$ cat src/rtl/jsr_pkg.sv
// Shared constants, register map and controller/datapath interface types
// for the joystick smoothing reporter. No dependencies.

package jsr_pkg;

	localparam int unsigned DEF_WINDOW_DEPTH = 5;
	localparam int unsigned DEF_SAMPLE_BITS  = 10;
	localparam int unsigned FRAC_BITS        = 8;

	localparam int unsigned TIME_BITS   = 32;
	localparam int unsigned DEB_BITS    = 16;
	localparam int unsigned THR_BITS    = 10;
	localparam int unsigned APB_DATA_W  = 32;
	localparam int unsigned APB_ADDR_W  = 4;

	localparam logic [TIME_BITS-1:0] PERIOD_RST    = 32'd100;
	localparam logic [DEB_BITS-1:0]  DEBOUNCE_RST  = 16'd50;
	localparam logic [THR_BITS-1:0]  THRESHOLD_RST = 10'd10;

	typedef enum logic [1:0] {
		REG_PERIOD    = 2'd0,
		REG_DEBOUNCE  = 2'd1,
		REG_THRESHOLD = 2'd2,
		REG_UNUSED    = 2'd3
	} reg_idx_t;

	// Controller to datapath commands
	typedef struct packed {
		logic load;       // capture the input beat
		logic apply;      // poll acts: timers, debounce, ring write
		logic sum_start;  // clear sums and step counter
		logic sum_step;   // add one ring entry
		logic div_start;  // load dividers from the sums
		logic div_step;   // one quotient bit
		logic emit;       // load output register, update reported means
	} ctrl_cmd_t;

	// Datapath to controller status
	typedef struct packed {
		logic poll_ok;
		logic sum_last;
		logic div_last;
		logic report;
		logic out_free;
	} ctrl_sts_t;

endpackage

$ cat src/rtl/jsr_ctrl.sv
// Sequencing state machine for the joystick smoothing reporter.
// Depends on jsr_pkg for the command and status structs.

module jsr_ctrl (
	input  logic               clk,
	input  logic               arst_n,
	input  logic               in_valid,
	output logic               in_ready,
	input  jsr_pkg::ctrl_sts_t sts,
	output jsr_pkg::ctrl_cmd_t cmd
);
	import jsr_pkg::*;

	typedef enum logic [5:0] {
		ST_IDLE   = 6'b000001,
		ST_CHECK  = 6'b000010,
		ST_SUM    = 6'b000100,
		ST_PREP   = 6'b001000,
		ST_DIV    = 6'b010000,
		ST_DECIDE = 6'b100000
	} state_t;

	state_t state_q, state_d;

	assign in_ready = (state_q == ST_IDLE);

	always_comb begin
		state_d = state_q;
		cmd     = '0;
		case (state_q)
			ST_IDLE: begin
				if (in_valid) begin
					cmd.load = 1'b1;
					state_d  = ST_CHECK;
				end
			end
			ST_CHECK: begin
				if (sts.poll_ok) begin
					cmd.apply     = 1'b1;
					cmd.sum_start = 1'b1;
					state_d       = ST_SUM;
				end else begin
					state_d = ST_IDLE;
				end
			end
			ST_SUM: begin
				cmd.sum_step = 1'b1;
				if (sts.sum_last)
					state_d = ST_PREP;
			end
			ST_PREP: begin
				cmd.div_start = 1'b1;
				state_d       = ST_DIV;
			end
			ST_DIV: begin
				cmd.div_step = 1'b1;
				if (sts.div_last)
					state_d = ST_DECIDE;
			end
			ST_DECIDE: begin
				// hold here while the previous result beat is still pending
				if (!sts.report) begin
					state_d = ST_IDLE;
				end else if (sts.out_free) begin
					cmd.emit = 1'b1;
					state_d  = ST_IDLE;
				end
			end
			default: state_d = ST_IDLE;
		endcase
	end

	always_ff @(posedge clk or negedge arst_n) begin
		if (!arst_n)
			state_q <= ST_IDLE;
		else
			state_q <= state_d;
	end

`ifndef SYNTHESIS
	a_emit_ok: assert property (@(posedge clk) disable iff (!arst_n)
		cmd.emit |-> (sts.report && sts.out_free))
		else $error("result emitted without report or free output slot");

	a_div_hold: assert property (@(posedge clk) disable iff (!arst_n)
		(state_q == ST_DIV && !sts.div_last) |=> (state_q == ST_DIV))
		else $error("divider left before its last step");

	a_load_check: assert property (@(posedge clk) disable iff (!arst_n)
		cmd.load |=> (state_q == ST_CHECK && !in_ready))
		else $error("accepted beat not followed by period check");
`endif

endmodule

$ cat src/rtl/jsr_dp.sv
// Datapath: poll timing, button debounce, sample rings, serial averaging
// dividers, report decision and output register. Depends on jsr_pkg.

module jsr_dp #(
	parameter int unsigned WINDOW_DEPTH = jsr_pkg::DEF_WINDOW_DEPTH,
	parameter int unsigned SAMPLE_BITS  = jsr_pkg::DEF_SAMPLE_BITS
) (
	input  logic                                clk,
	input  logic                                arst_n,
	input  jsr_pkg::ctrl_cmd_t                  cmd,
	output jsr_pkg::ctrl_sts_t                  sts,
	input  logic [jsr_pkg::TIME_BITS-1:0]       in_now,
	input  logic [SAMPLE_BITS-1:0]              in_x,
	input  logic [SAMPLE_BITS-1:0]              in_y,
	input  logic                                in_button,
	input  logic [jsr_pkg::TIME_BITS-1:0]       period_ms,
	input  logic [jsr_pkg::DEB_BITS-1:0]        debounce_ms,
	input  logic [jsr_pkg::THR_BITS-1:0]        change_threshold,
	output logic                                out_valid,
	input  logic                                out_ready,
	output logic [SAMPLE_BITS+jsr_pkg::FRAC_BITS-1:0] out_mean_x,
	output logic [SAMPLE_BITS+jsr_pkg::FRAC_BITS-1:0] out_mean_y,
	output logic                                out_pressed
);
	import jsr_pkg::*;

	localparam int unsigned MEAN_W = SAMPLE_BITS + FRAC_BITS;
	localparam int unsigned SLOT_W = (WINDOW_DEPTH > 1) ? $clog2(WINDOW_DEPTH) : 1;
	localparam int unsigned CNT_W  = $clog2(WINDOW_DEPTH + 1);
	localparam int unsigned SUM_W  = SAMPLE_BITS + $clog2(WINDOW_DEPTH);
	localparam int unsigned DIV_W  = SUM_W + FRAC_BITS;
	localparam int unsigned STEP_W = $clog2(DIV_W);
	localparam int unsigned CMP_W  = (STEP_W > CNT_W) ? STEP_W : CNT_W;
	localparam int unsigned LIM_W  = (MEAN_W > THR_BITS + FRAC_BITS) ?
		MEAN_W : THR_BITS + FRAC_BITS;
	localparam int unsigned AXES   = 2;

	// captured beat
	logic [TIME_BITS-1:0]   now_q;
	logic [SAMPLE_BITS-1:0] smp_q [AXES];
	logic                   raw_q;

	// persistent state
	logic [TIME_BITS-1:0]   last_poll_q;
	logic [TIME_BITS-1:0]   last_chg_q;
	logic                   prev_raw_q;
	logic                   stable_q;
	logic [SLOT_W-1:0]      slot_q;
	logic [CNT_W-1:0]       fill_q;
	logic [MEAN_W-1:0]      rep_q [AXES];
	logic                   rep_any_q;
	logic [SAMPLE_BITS-1:0] ring_q [AXES][WINDOW_DEPTH];

	// working registers
	logic [STEP_W-1:0]      step_q;
	logic [SUM_W-1:0]       sum_q [AXES];
	logic [DIV_W-1:0]       dvd_q [AXES];
	logic [CNT_W-1:0]       rem_q [AXES];

	// output register
	logic                   out_valid_q;
	logic [MEAN_W-1:0]      out_mean_q [AXES];
	logic                   out_pressed_q;

	logic [TIME_BITS-1:0]   chg_time;
	logic [TIME_BITS-1:0]   held_ms;
	logic                   step_in_fill;
	logic [CNT_W:0]         trial [AXES];
	logic                   ge [AXES];
	logic [MEAN_W-1:0]      mean [AXES];
	logic [MEAN_W-1:0]      diff [AXES];
	logic                   moved [AXES];
	logic [LIM_W-1:0]       limit;

	assign chg_time     = (raw_q != prev_raw_q) ? now_q : last_chg_q;
	assign held_ms      = now_q - chg_time;
	assign step_in_fill = CMP_W'(step_q) < CMP_W'(fill_q);
	assign limit        = LIM_W'({change_threshold, {FRAC_BITS{1'b0}}});

	always_comb begin
		for (int a = 0; a < AXES; a++) begin
			trial[a] = {rem_q[a], dvd_q[a][DIV_W-1]};
			ge[a]    = trial[a] >= {1'b0, fill_q};
			mean[a]  = dvd_q[a][MEAN_W-1:0];
			diff[a]  = (mean[a] >= rep_q[a]) ? (mean[a] - rep_q[a]) : (rep_q[a] - mean[a]);
			moved[a] = LIM_W'(diff[a]) > limit;
		end
	end

	assign sts.poll_ok  = (now_q - last_poll_q) >= period_ms;
	assign sts.sum_last = (step_q == STEP_W'(WINDOW_DEPTH - 1));
	assign sts.div_last = (step_q == STEP_W'(DIV_W - 1));
	assign sts.report   = !rep_any_q || moved[0] || moved[1] || stable_q;
	assign sts.out_free = !out_valid_q || out_ready;

	// input capture, ring storage, arithmetic and output data registers
	always_ff @(posedge clk) begin
		if (cmd.load) begin
			now_q    <= in_now;
			smp_q[0] <= in_x;
			smp_q[1] <= in_y;
			raw_q    <= in_button;
		end
		for (int a = 0; a < AXES; a++) begin
			if (cmd.apply)
				ring_q[a][slot_q] <= smp_q[a];
			if (cmd.sum_start)
				sum_q[a] <= '0;
			else if (cmd.sum_step && step_in_fill)
				sum_q[a] <= sum_q[a] + SUM_W'(ring_q[a][step_q[SLOT_W-1:0]]);
			if (cmd.div_start) begin
				dvd_q[a] <= {sum_q[a], {FRAC_BITS{1'b0}}};
				rem_q[a] <= '0;
			end else if (cmd.div_step) begin
				// restoring division, one quotient bit per cycle
				dvd_q[a] <= {dvd_q[a][DIV_W-2:0], ge[a]};
				rem_q[a] <= ge[a] ? CNT_W'(trial[a] - {1'b0, fill_q}) : trial[a][CNT_W-1:0];
			end
			if (cmd.emit)
				out_mean_q[a] <= mean[a];
		end
		if (cmd.emit)
			out_pressed_q <= stable_q;
	end

	always_ff @(posedge clk or negedge arst_n) begin
		if (!arst_n) begin
			last_poll_q <= '0;
			last_chg_q  <= '0;
			prev_raw_q  <= 1'b0;
			stable_q    <= 1'b0;
			slot_q      <= '0;
			fill_q      <= '0;
			rep_q[0]    <= '0;
			rep_q[1]    <= '0;
			rep_any_q   <= 1'b0;
			step_q      <= '0;
			out_valid_q <= 1'b0;
		end else begin
			if (cmd.apply) begin
				last_poll_q <= now_q;
				last_chg_q  <= chg_time;
				if (held_ms > TIME_BITS'(debounce_ms))
					stable_q <= raw_q;
				prev_raw_q  <= raw_q;
				slot_q      <= (slot_q == SLOT_W'(WINDOW_DEPTH - 1)) ? '0 : slot_q + 1'b1;
				if (fill_q < CNT_W'(WINDOW_DEPTH))
					fill_q <= fill_q + 1'b1;
			end
			if (cmd.sum_start || cmd.div_start)
				step_q <= '0;
			else if (cmd.sum_step || cmd.div_step)
				step_q <= step_q + 1'b1;
			if (cmd.emit) begin
				rep_q[0]    <= mean[0];
				rep_q[1]    <= mean[1];
				rep_any_q   <= 1'b1;
				out_valid_q <= 1'b1;
			end else if (out_ready) begin
				out_valid_q <= 1'b0;
			end
		end
	end

	assign out_valid   = out_valid_q;
	assign out_mean_x  = out_mean_q[0];
	assign out_mean_y  = out_mean_q[1];
	assign out_pressed = out_pressed_q;

`ifndef SYNTHESIS
	a_fill_range: assert property (@(posedge clk) disable iff (!arst_n)
		cmd.apply |=> (fill_q != '0 && fill_q <= CNT_W'(WINDOW_DEPTH)))
		else $error("fill count out of range after ring write");

	a_emit_sets_any: assert property (@(posedge clk) disable iff (!arst_n)
		cmd.emit |=> (rep_any_q && out_valid_q))
		else $error("emit did not mark a report");

	a_out_hold: assert property (@(posedge clk) disable iff (!arst_n)
		(out_valid_q && !out_ready) |=> out_valid_q)
		else $error("result beat dropped before it was taken");
`endif

endmodule

$ cat src/rtl/joystick_smoothing_reporter_unit.sv
// A poll that does not act goes from the period check back to idle. An acting poll
// writes the ring, sums it serially and divides bit-serially (DIV_W = SAMPLE_BITS +
// clog2(WINDOW_DEPTH) + 8); if a report is due it waits for a free output slot and
// loads the output register, where one result beat may wait. No new poll is taken
// until the last is done. Reset: arst_n clears control and tracking state but not the
// ring or data registers; registers return to 100 / 50 / 10.

module joystick_smoothing_reporter_unit #(
	parameter int unsigned WINDOW_DEPTH = jsr_pkg::DEF_WINDOW_DEPTH,
	parameter int unsigned SAMPLE_BITS  = jsr_pkg::DEF_SAMPLE_BITS
) (
	input  logic clk,
	input  logic arst_n,
	// now_ms[31:0], x_sample, y_sample, button_raw, zero pad
	input  logic                                    s_tvalid,
	output logic                                    s_tready,
	input  logic [((33+2*SAMPLE_BITS+7)/8)*8-1:0]   s_tdata,
	// mean_x, mean_y, pressed, zero pad
	output logic                                    m_tvalid,
	input  logic                                    m_tready,
	output logic [((2*(SAMPLE_BITS+jsr_pkg::FRAC_BITS)+1+7)/8)*8-1:0] m_tdata,
	input  logic                                    psel,
	input  logic                                    penable,
	input  logic                                    pwrite,
	input  logic [jsr_pkg::APB_ADDR_W-1:0]          paddr,
	input  logic [jsr_pkg::APB_DATA_W-1:0]          pwdata,
	output logic [jsr_pkg::APB_DATA_W-1:0]          prdata,
	output logic                                    pready
);
	import jsr_pkg::*;

	localparam int unsigned MEAN_W  = SAMPLE_BITS + FRAC_BITS;
	localparam int unsigned IN_USED = TIME_BITS + 2 * SAMPLE_BITS + 1;
	localparam int unsigned OUT_USED = 2 * MEAN_W + 1;
	localparam int unsigned OUT_W    = ((OUT_USED + 7) / 8) * 8;

	logic [TIME_BITS-1:0] period_q;
	logic [DEB_BITS-1:0]  debounce_q;
	logic [THR_BITS-1:0]  threshold_q;
	reg_idx_t             reg_sel;
	logic                 cfg_wr;

	ctrl_cmd_t cmd;
	ctrl_sts_t sts;

	logic [MEAN_W-1:0] mean_x;
	logic [MEAN_W-1:0] mean_y;
	logic              pressed;

	assign reg_sel = reg_idx_t'(paddr[3:2]);
	assign cfg_wr  = psel && penable && pwrite && pready;
	assign pready  = 1'b1;

	always_ff @(posedge clk or negedge arst_n) begin
		if (!arst_n) begin
			period_q    <= PERIOD_RST;
			debounce_q  <= DEBOUNCE_RST;
			threshold_q <= THRESHOLD_RST;
		end else if (cfg_wr) begin
			case (reg_sel)
				REG_PERIOD:    period_q    <= pwdata;
				REG_DEBOUNCE:  debounce_q  <= pwdata[DEB_BITS-1:0];
				REG_THRESHOLD: threshold_q <= pwdata[THR_BITS-1:0];
				default: ;
			endcase
		end
	end

	always_comb begin
		case (reg_sel)
			REG_PERIOD:    prdata = period_q;
			REG_DEBOUNCE:  prdata = APB_DATA_W'(debounce_q);
			REG_THRESHOLD: prdata = APB_DATA_W'(threshold_q);
			default:       prdata = '0;
		endcase
	end

	jsr_ctrl u_ctrl (
		.clk      (clk),
		.arst_n   (arst_n),
		.in_valid (s_tvalid),
		.in_ready (s_tready),
		.sts      (sts),
		.cmd      (cmd)
	);

	jsr_dp #(
		.WINDOW_DEPTH (WINDOW_DEPTH),
		.SAMPLE_BITS  (SAMPLE_BITS)
	) u_dp (
		.clk              (clk),
		.arst_n           (arst_n),
		.cmd              (cmd),
		.sts              (sts),
		.in_now           (s_tdata[TIME_BITS-1:0]),
		.in_x             (s_tdata[TIME_BITS +: SAMPLE_BITS]),
		.in_y             (s_tdata[TIME_BITS+SAMPLE_BITS +: SAMPLE_BITS]),
		.in_button        (s_tdata[IN_USED-1]),
		.period_ms        (period_q),
		.debounce_ms      (debounce_q),
		.change_threshold (threshold_q),
		.out_valid        (m_tvalid),
		.out_ready        (m_tready),
		.out_mean_x       (mean_x),
		.out_mean_y       (mean_y),
		.out_pressed      (pressed)
	);

	assign m_tdata = OUT_W'({pressed, mean_y, mean_x});

endmodule

$ cat config.mk
export PLATFORM = sky130hd
export DESIGN_NAME = joystick_smoothing_reporter_unit
export DESIGN_NICKNAME = d
export VERILOG_FILES = /design/src/rtl/jsr_pkg.sv /design/src/rtl/jsr_ctrl.sv /design/src/rtl/jsr_dp.sv /design/src/rtl/joystick_smoothing_reporter_unit.sv
export SDC_FILE = /design/constraint.sdc
export NUM_CORES = 1
export LEC_CHECK = 0
export ABC_CLOCK_PERIOD_IN_PS = 8800
export BUFFER_PORTS_ARGS = -buffer_cell sky130_fd_sc_hd__buf_2
export CORE_ASPECT_RATIO = 2
export CORE_MARGIN = 2
export CORE_UTILIZATION = 40
export CTS_BUF_LIST = sky130_fd_sc_hd__clkbuf_16
export CTS_CLUSTER_SIZE = 14
export DETAILED_ROUTE_END_ITERATION = 6
export PLACE_DENSITY_LB_ADDON = 0.25
export SYNTH_ARGS = -nofsm -noshare
export SYNTH_HDL_FRONTEND = slang
export SYNTH_SLANG_ARGS = --single-unit
$ cat constraint.sdc
create_clock -name clk -period 8.8 [get_ports clk]
set_input_delay 0.44 -clock clk [delete_from_list [all_inputs] [get_ports clk]]
set_output_delay 0.44 -clock clk [all_outputs]
set_load 0.01 [all_outputs]
==> results of run 1 <==
==> sequential cells by signal, indices dropped and copies added (netlist names) <==
signal and flops:
threshold_q 10, u_dp.smp_q 20, u_dp.out_pressed 1, u_dp.out_mean_q 36
u_dp.prev_raw_q 1, u_dp.sum_q 26, u_dp.slot_q 3, u_dp.raw_q 1
u_dp.out_valid 1, u_dp.fill_q 3, u_dp.rep_any_q 1, u_dp.rem_q 6
u_dp.step_q 5, debounce_q 16, u_dp.rep_q 36, u_dp.last_chg_q 32
u_dp.stable_q 1, u_dp.last_poll_q 32, period_q 32, u_dp.now_q 32
u_ctrl.state_q 6, u_dp.dvd_q 42, u_dp.ring_q 100
==> layout by cell type, fill, tap and decap left out, types with 15 or more instances in the layout <==
master | synthesis | final
inv_1 | 248 | 260
xor2_1 | 35 | 34
nor2b_1 | 28 | 28
dlygate4sd3_1 | 0 | 15
buf_2 | 10 | 163
xnor2_1 | 69 | 69
nor3_1 | 54 | 53
a21oi_1 | 169 | 168
a211oi_1 | 18 | 18
buf_4 | 7 | 20
nand2b_1 | 24 | 24
a31oi_1 | 21 | 21
mux2_2 | 21 | 21
nand3_1 | 33 | 33
edfxtp_1 | 264 | 264
o21a_1 | 16 | 16
o21bai_1 | 21 | 21
nand4_1 | 22 | 22
nor2_1 | 143 | 143
mux2i_1 | 97 | 97
dfrtp_1 | 170 | 170
and3_1 | 18 | 18
ha_1 | 233 | 233
o21ai_0 | 207 | 207
a21o_1 | 46 | 46
nand2_1 | 232 | 231
mux4_2 | 18 | 18
clkbuf_16 | 0 | 45
==> final cells by class <==
class                           count  share of cell area
Clock buffer                       45              0.0388
Clock inverter                     37             0.00883
Inverter                          248              0.0321
Multi-Input combinational cell   1696               0.419
Sequential cell                   443               0.428
Tap cell                          804              0.0346
Timing Repair Buffer              199              0.0389
==> worst max path at each step <==
stage / startpoint / end / slack (ps) / depth (start not counted)
after floorplan: u_dp.dvd_q[1][0]$_SDFFCE_PN0P_ / u_dp.out_mean_q[0][0]$_DFFE_PP_ / 3130 / 22
after global placement: u_dp.dvd_q[0][8]$_DFFE_PP_ / u_dp.out_mean_q[0][17]$_DFFE_PP_ / 1800 / 18
after detailed placement: u_dp.dvd_q[0][8]$_DFFE_PP_ / u_dp.out_mean_q[0][17]$_DFFE_PP_ / 1760 / 18
after CTS: u_dp.dvd_q[0][8]$_DFFE_PP_ / u_dp.out_mean_q[0][3]$_DFFE_PP_ / 1710 / 18
after global routing: u_dp.dvd_q[0][8]$_DFFE_PP_ / u_dp.out_mean_q[0][0]$_DFFE_PP_ / 1320 / 18
final: u_dp.dvd_q[0][8]$_DFFE_PP_ / u_dp.out_mean_q[0][3]$_DFFE_PP_ / 1750 / 18
==> per-stage QoR <==
step / instance area, µm² / util / setup slack [ps] / hold WS [ps]
finish: 29000 / 0.451 / 1750 / -8.66
global placement: 27500 / 0.427 / 1800 / 451
detailed placement: 27500 / 0.427 / 1760 / 453
global route: 29000 / 0.451 / 1320 / 13.4
CTS: 29000 / 0.451 / 1710 / 0.571
floorplan: 25900 / - / 3130 / 144
==> power groups by stage <==
stage / registers (mW) / clock network [mW] / logic [mW]
after detailed placement: 2.89 / 0 / 4.18
final: 2.84 / 1.83 / 4.18
after floorplan: 2.80 / 0 / 3.22
after global routing: 2.89 / 1.97 / 4.75
after global placement: 2.87 / 0 / 4.09
after CTS: 2.84 / 1.90 / 4.21
==> logic make-up after synthesis <==
kind of cell	Yosys count	share of synthesized area
AO/OA/AOI/OAI	604	0.142
flip-flops	443	0.480
AND/OR/NAND/NOR	605	0.107
buffers and inverters	343	0.0528
other	2	0.000290
multiplexers	136	0.0623
XOR/XNOR	104	0.0352
adder cells (fa/ha/maj)	243	0.120
==> layer usage <==
layer  global-route usage  vias to the layer above
met2                0.306                      337
met3               0.0223                       73
met4               0.0502                        0
met5                    0                        -
met1                0.246                     8692
li1                     -                     9137
==> summary.txt, run 1 <==
Clock tree
  • Number of gates resized after cts: 0
  • CTS sink count: approximately 440
  • Setup Buffers After CTS: 0
  • H-tree depth: 2
  • Root buf cell: clkbuf_16
  • Clock-pin slew on the worst setup and hold paths: around 70 ps
  • Latest clock arrival within the worst-skew pair: about 590 ps
  • CTS tree: done
  • CTS buffer count: 44
  • Max Root-Sink Buffers: 3
  • CTS Hold Bufs: 15

Synth
  • Count leader, synth: edfxtp_1
  • Number of synthesized flops with an enable pin: roughly 260
  • Register bit count reported by yosys: approximately 440
  • Post-synth top cells: edfxtp_1 (264), inv_1 (248), ha_1 (233), nand2_1 (232), o21ai_0 (207)
  • Synth area leaders: edfxtp_1 (31%), dfrtp_1 (16%), ha_1 (11%)
  • Post-Syn Instances: about 2.5k
  • Synth warn: 0
  • Top_reg_cell synth: edfxtp_1
  • Mean post-synth cell area: roughly 10 µm²
  • Proportion of netlist area held by the largest area contributor: 0.306
  • Biggest area consumer among synthesized cells: edfxtp_1
  • Ys async rst share: 0.404
  • Unique masters post-synth: a little under 80
  • Sequential-to-total area share from yosys stat: 0.480
  • Post-synthesis instance area: 25900 µm²

Critical path
  • Slowest stage cell on the critical path: o22a_1
  • Worst Path Max Fanout: 37
  • Critical R2R Capture: u_dp.out_mean_q[0][3]$_DFFE_PP_
  • R2R setup slack: 1750 ps
  • Crit-path cells: ha_1 -> o21ai_0 -> a2111oi_0 -> o31a_1 -> o41a_1 -> o22a_1 -> mux2_2 -> a21oi_1 -> and3_1 -> a21oi_1 -> xor2_1 -> ha_1 -> nand4_1 -> or4_1 -> a221o_1 -> o31ai_2 -> or2b_2 -> inv_2
  • CP Launch Type: flop
  • Crit path kind: flop to flop
  • CP Capture Type: flop
  • Worst R2R Path Depth: 18
  • Data arrival, critical path: between 7000 and 8000 ps
  • Family with the most delay on the worst path: compound AO/OA/AOI/OAI gates
  • CP Data Required Time: between 8000 and 9000 ps
  • Worst Path Buf+Inv: 1
  • Slowest cell delay on critical path: ~700 ps
  • R2r startpoint: u_dp.dvd_q[0][8]$_DFFE_PP_

Detailed routing
  • Metal-1 WL: approximately 28000 µm
  • Mean routed wirelength per cell: ~17 µm
  • Drt drc: 0
  • Top layer reached by signal wires: met4
  • DRT Pass-1 Iters: 5
  • Met2 wire len: approximately 28000 µm
  • Antenna viol nets, final: 0
  • Via Count: roughly 18k
  • DRT iter0 DRCs: roughly 890
  • Met3 WL post-DR: approximately 2200 µm
  • Drt total wl: between 50000 and 60000 µm
  • Vias/cell: 5.25

Cells and area
  • Area grow syn2layout: 12.1%
  • Filler cells: roughly 6k
  • Multi-input logic area: around 12000 µm²
  • Inserted Diodes: 0
  • Fraction of layout cells with a size suffix above 1: 0.119
  • Reg area: 12400 µm²
  • Nets: between 2k and 3k
  • Non-Filler Instances: 3472

STA
  • Tcrit/Tclk final: 0.802
  • Clk_skew: around 31 ps
  • Slew Viols, Final: 0
  • Final Hold Viols: 15
  • Crit path time final: a little over 7000 ps
  • Least-Margin Pin Slew: 1020 ps
  • Slew Limit Headroom: 0.318
  • Setup violators final: 0
  • Max Freq: between 100 and 150 MHz
  • RSZ-0062 raised after global routing: false
  • Worst hold slack: -8.66 ps
  • TNS Setup: 0 ps

Placement
  • Number of placed instances, taps included: ~3.4k
  • Gpl congestion: 0.852
  • Dpl hpwl: around 44000 µm
  • Buffers on Ports: about 160

Global routing
  • First-pass GRT wire length: approximately 97000 µm
  • Initial antenna violation count: 0
  • Number of global-route vias before repair: between 15k and 20k
  • Total grt overflow: 0
  • Tot GR Track Use: 0.181
  • Pin count of the biggest net entering global routing: between 100 and 150

Power
  • Clock power share: 0.207
  • Total power: approximately 8.8 mW
  • Static Leak: 12.8 nW
  • Switching Fraction: 0.391
  • Peak VDD IR: around 0.19 mV
  • Comb pwr share: 0.472
  • Seq pwr share: 0.321
  • Power Dens Cells: about 300 nW/µm²
  • Net Switching: roughly 3.5 mW
  • P_int: between 5 and 6 mW

Outcome
  • Outcome: finished, violations left
  • Violated checks: hold timing

Die
  • Starting Density: 0.402
  • Die W: ~180 µm
  • Cell row count: between 100 and 150
  • Core area: ~64000 µm²
  • Die H: around 360 µm
  • Top Ports: approximately 170
  • Die Area: approximately 67000 µm²

Worst hold path
  • Worst min path class: input pin to asynchronous set/reset pin

Job
  • Max-Cap Viols: 0
Note: power is estimated with default switching activity, not from simulation.
==> inputs of run 2 (changes only) <==
- ABC_CLOCK_PERIOD_IN_PS: 8800 -> 7150
- clock period: 8.8 -> 7.15 ns (I/O delays scaled with it)
==> run 2 against run 1 <==
Net effect:
- the run now ends clean
- largest power group unchanged
- sequential share of layout area shrank 0.99 points
- clock skew shrank 5.1 ps
- register-to-register slack lost 1100 ps
- die area is the same
- setup slack lost 1100 ps
- hold slack gained 44 ps
- routed wire length grew 2.2%
- via count grew 1.6%
- core utilization grew 1.1 points
- maximum frequency grew 8.3%
- highest routed layer is now met5
- sequential cell count is the same
- clock power grew 21%
==> summary.txt, run 2 (synthesis results as in run 1) <==
Critical path
  • CP Launch Point: u_dp.dvd_q[0][9]$_DFFE_PP_
  • CP Capture Type: flop
  • Data arrival, critical path: 7010 ps
  • Worst Path Max Fanout: 18
  • CP Launch Type: flop
  • Crit path kind: flop to flop
  • CP Data Required Time: 7650 ps
  • R2r startpoint: u_dp.dvd_q[0][9]$_DFFE_PP_

Power
  • Power Dens Cells: roughly 370 nW/µm²
  • Peak VDD IR: 0.235 mV
  • Static Leak: between 10 and 15 nW

Die
  • Core area: 64400 µm²
  • Die W: 184 µm
  • Die H: around 360 µm
  • Starting Density: 0.402
  • Die Area: ~67000 µm²
  • Top Ports: approximately 170
  • Cell row count: around 130

Cells and area
  • Design Area, Final: approximately 30000 µm²
  • Core Util, Final: 0.461
  • Most flops, register: u_dp.ring_q
  • Most frequent cells in the layout: edfxtp_1 (264), inv_1 (263), ha_1 (233)
  • Most common cell after layout, fill and taps aside: edfxtp_1
  • Max FFs per register: 100
  • Inserted Diodes: 0
  • Filler cells: 6042
  • Reg area: around 12000 µm²
  • Area grow syn2layout: 14.8%
  • Top Registers: u_dp.ring_q: 100 flops, u_dp.dvd_q: 42 flops
  • Multi-input logic area: approximately 12000 µm²
  • Fraction of layout cells with a size suffix above 1: 0.119
  • Nets: ~3.0k

Global routing
  • Tot GR Track Use: 0.184
  • First-pass GRT wire length: about 100000 µm
  • Total grt overflow: 0
  • Initial antenna violation count: 1
  • Pin count of the biggest net entering global routing: 95
  • Number of global-route vias before repair: 18.6k

Worst hold path
  • Min-delay src: pwdata[6]
  • Worst min path class: input pin to flop

STA
  • Max Freq: between 150 and 200 MHz
  • Tcrit/Tclk final: 0.911
  • Slew Limit Headroom: 0.369
  • TNS Setup: 0 ps
  • RSZ-0062 raised after global routing: false
  • Crit path time final: 6510 ps
  • Final Hold Viols: 0
  • Clk_skew: between 20 and 30 ps
  • Slew Viols, Final: 0
  • Setup violators final: 0
  • Least-Margin Pin Slew: ~950 ps

Detailed routing
  • DRT iter0 DRCs: just over 1k
  • Mean routed wirelength per cell: approximately 17 µm
  • Drt total wl: just over 60000 µm
  • Via Count: around 19k
  • Drt drc: 0
  • Vias/cell: ~5.2
  • DRT Pass-1 Iters: 5
  • Antenna viol nets, final: 0

Clock tree
  • CTS sink count: about 440
  • H-tree depth: 2
  • Root buf cell: clkbuf_16
  • Clock-pin slew on the worst setup and hold paths: about 60 ps
  • CTS buffer count: between 40 and 50
  • Max Root-Sink Buffers: 3
  • CTS tree: done
  • Latest clock arrival within the worst-skew pair: between 500 and 600 ps

Placement
  • Dpl hpwl: ~45000 µm
  • Dpl cell area: around 28000 µm²
  • Buffers on Ports: between 150 and 200
  • Gpl congestion: 0.874

Outcome
  • Outcome: completed

Job
  • Max-Cap Viols: 0
==> run 2: cell count changes in the layout (fill, tap and decap cells not counted) <==
cell / delta
buf_12: +1
buf_4: +9
clkbuf_16: -2
clkinv_1: -4
clkinv_16: +1
clkinv_2: +1
clkinv_4: -1
dlygate4sd3_1: +64
inv_1: +3
inv_16: -1
inv_6: +2
inv_8: -1
==> run 2: what timing repair did <==
| action | CTS | global route |
|---|---|---|
| setup endpoints to repair | 0 | 0 |
| endpoints found under the hold margin | 166 | 0 |
| setup buffers | 0 | 0 |
| hold buffers | 79 | 0 |
| gates resized for setup | 0 | 0 |
==> run 2: layer usage <==
layer | wire (µm) | global-route usage
met1 | 28200 | 0.241
met2 | 29400 | 0.320
met3 | 1980 | 0.0201
met4 | 1530 | 0.0532
met5 | 18 | 0
==> run 2: final cells by class <==
cell class / count / area share
clock inverters: 37 / 0.00892
clock buffers: 43 / 0.0362
well taps: 804 / 0.0338
multi-input cells: 1696 / 0.409
inverters: 248 / 0.0313
repair buffers: 273 / 0.0625
flip-flops and latches: 443 / 0.418
==> run 2: final timing paths <==
check                                              to  slack, ps  cells past startpoint
max                        u_dp.rep_q[18]$_DFFE_PN0P_        640                     20
min                           period_q[6]$_DFFE_PN1P_         40                      3
max reg2reg                u_dp.rep_q[18]$_DFFE_PN0P_        640                     20
min reg2reg                u_dp.rep_any_q$_DFFE_PN0P_        480                      1
max in group asynchronous   debounce_q[7]$_DFFE_PN0P_       5470                      3
min in group asynchronous    period_q[10]$_DFFE_PN0P_        410                      2
==> run 2: stage by stage <==
| step | std cells | worst slack, ps | power [mW] | hold WS (ps) |
|---|---|---|---|---|
| floorplan | 2482 | 1480 | 7.41 | 61.9 |
| finish | 3544 | 637 | 10.9 | 35.1 |
| global route | 3544 | 187 | 11.8 | 35.4 |
| global placement | 3385 | 733 | 8.58 | 452 |
| CTS | 3544 | 602 | 11.0 | 5.01 |
| detailed placement | 3385 | 646 | 8.70 | 454 |
==> run 2: power by group <==
| group | internal (mW) | total (mW) | switching, mW |
|---|---|---|---|
| logic | 2.22 | 5.17 | 2.95 |
| registers | 3.22 | 3.50 | 0.281 |
| clock network | 1.18 | 2.21 | 1.03 |
| total | 6.63 | 10.9 | 4.26 |
==> run 2: worst max-delay path: stages (launching register included) <==
cell,delay (ps)
edfxtp_1,430
ha_1,480
o21ai_0,150
a2111oi_0,550
o31a_1,220
o41a_1,160
o22a_1,490
buf_4,270
mux2i_1,300
a2bb2oi_1,200
o211a_1,210
o221ai_1,130
xor2_1,170
ha_1,310
nand3_1,70
or4_1,410
a221o_1,340
o31ai_2,350
or2b_2,490
buf_4,430
mux2i_1,240
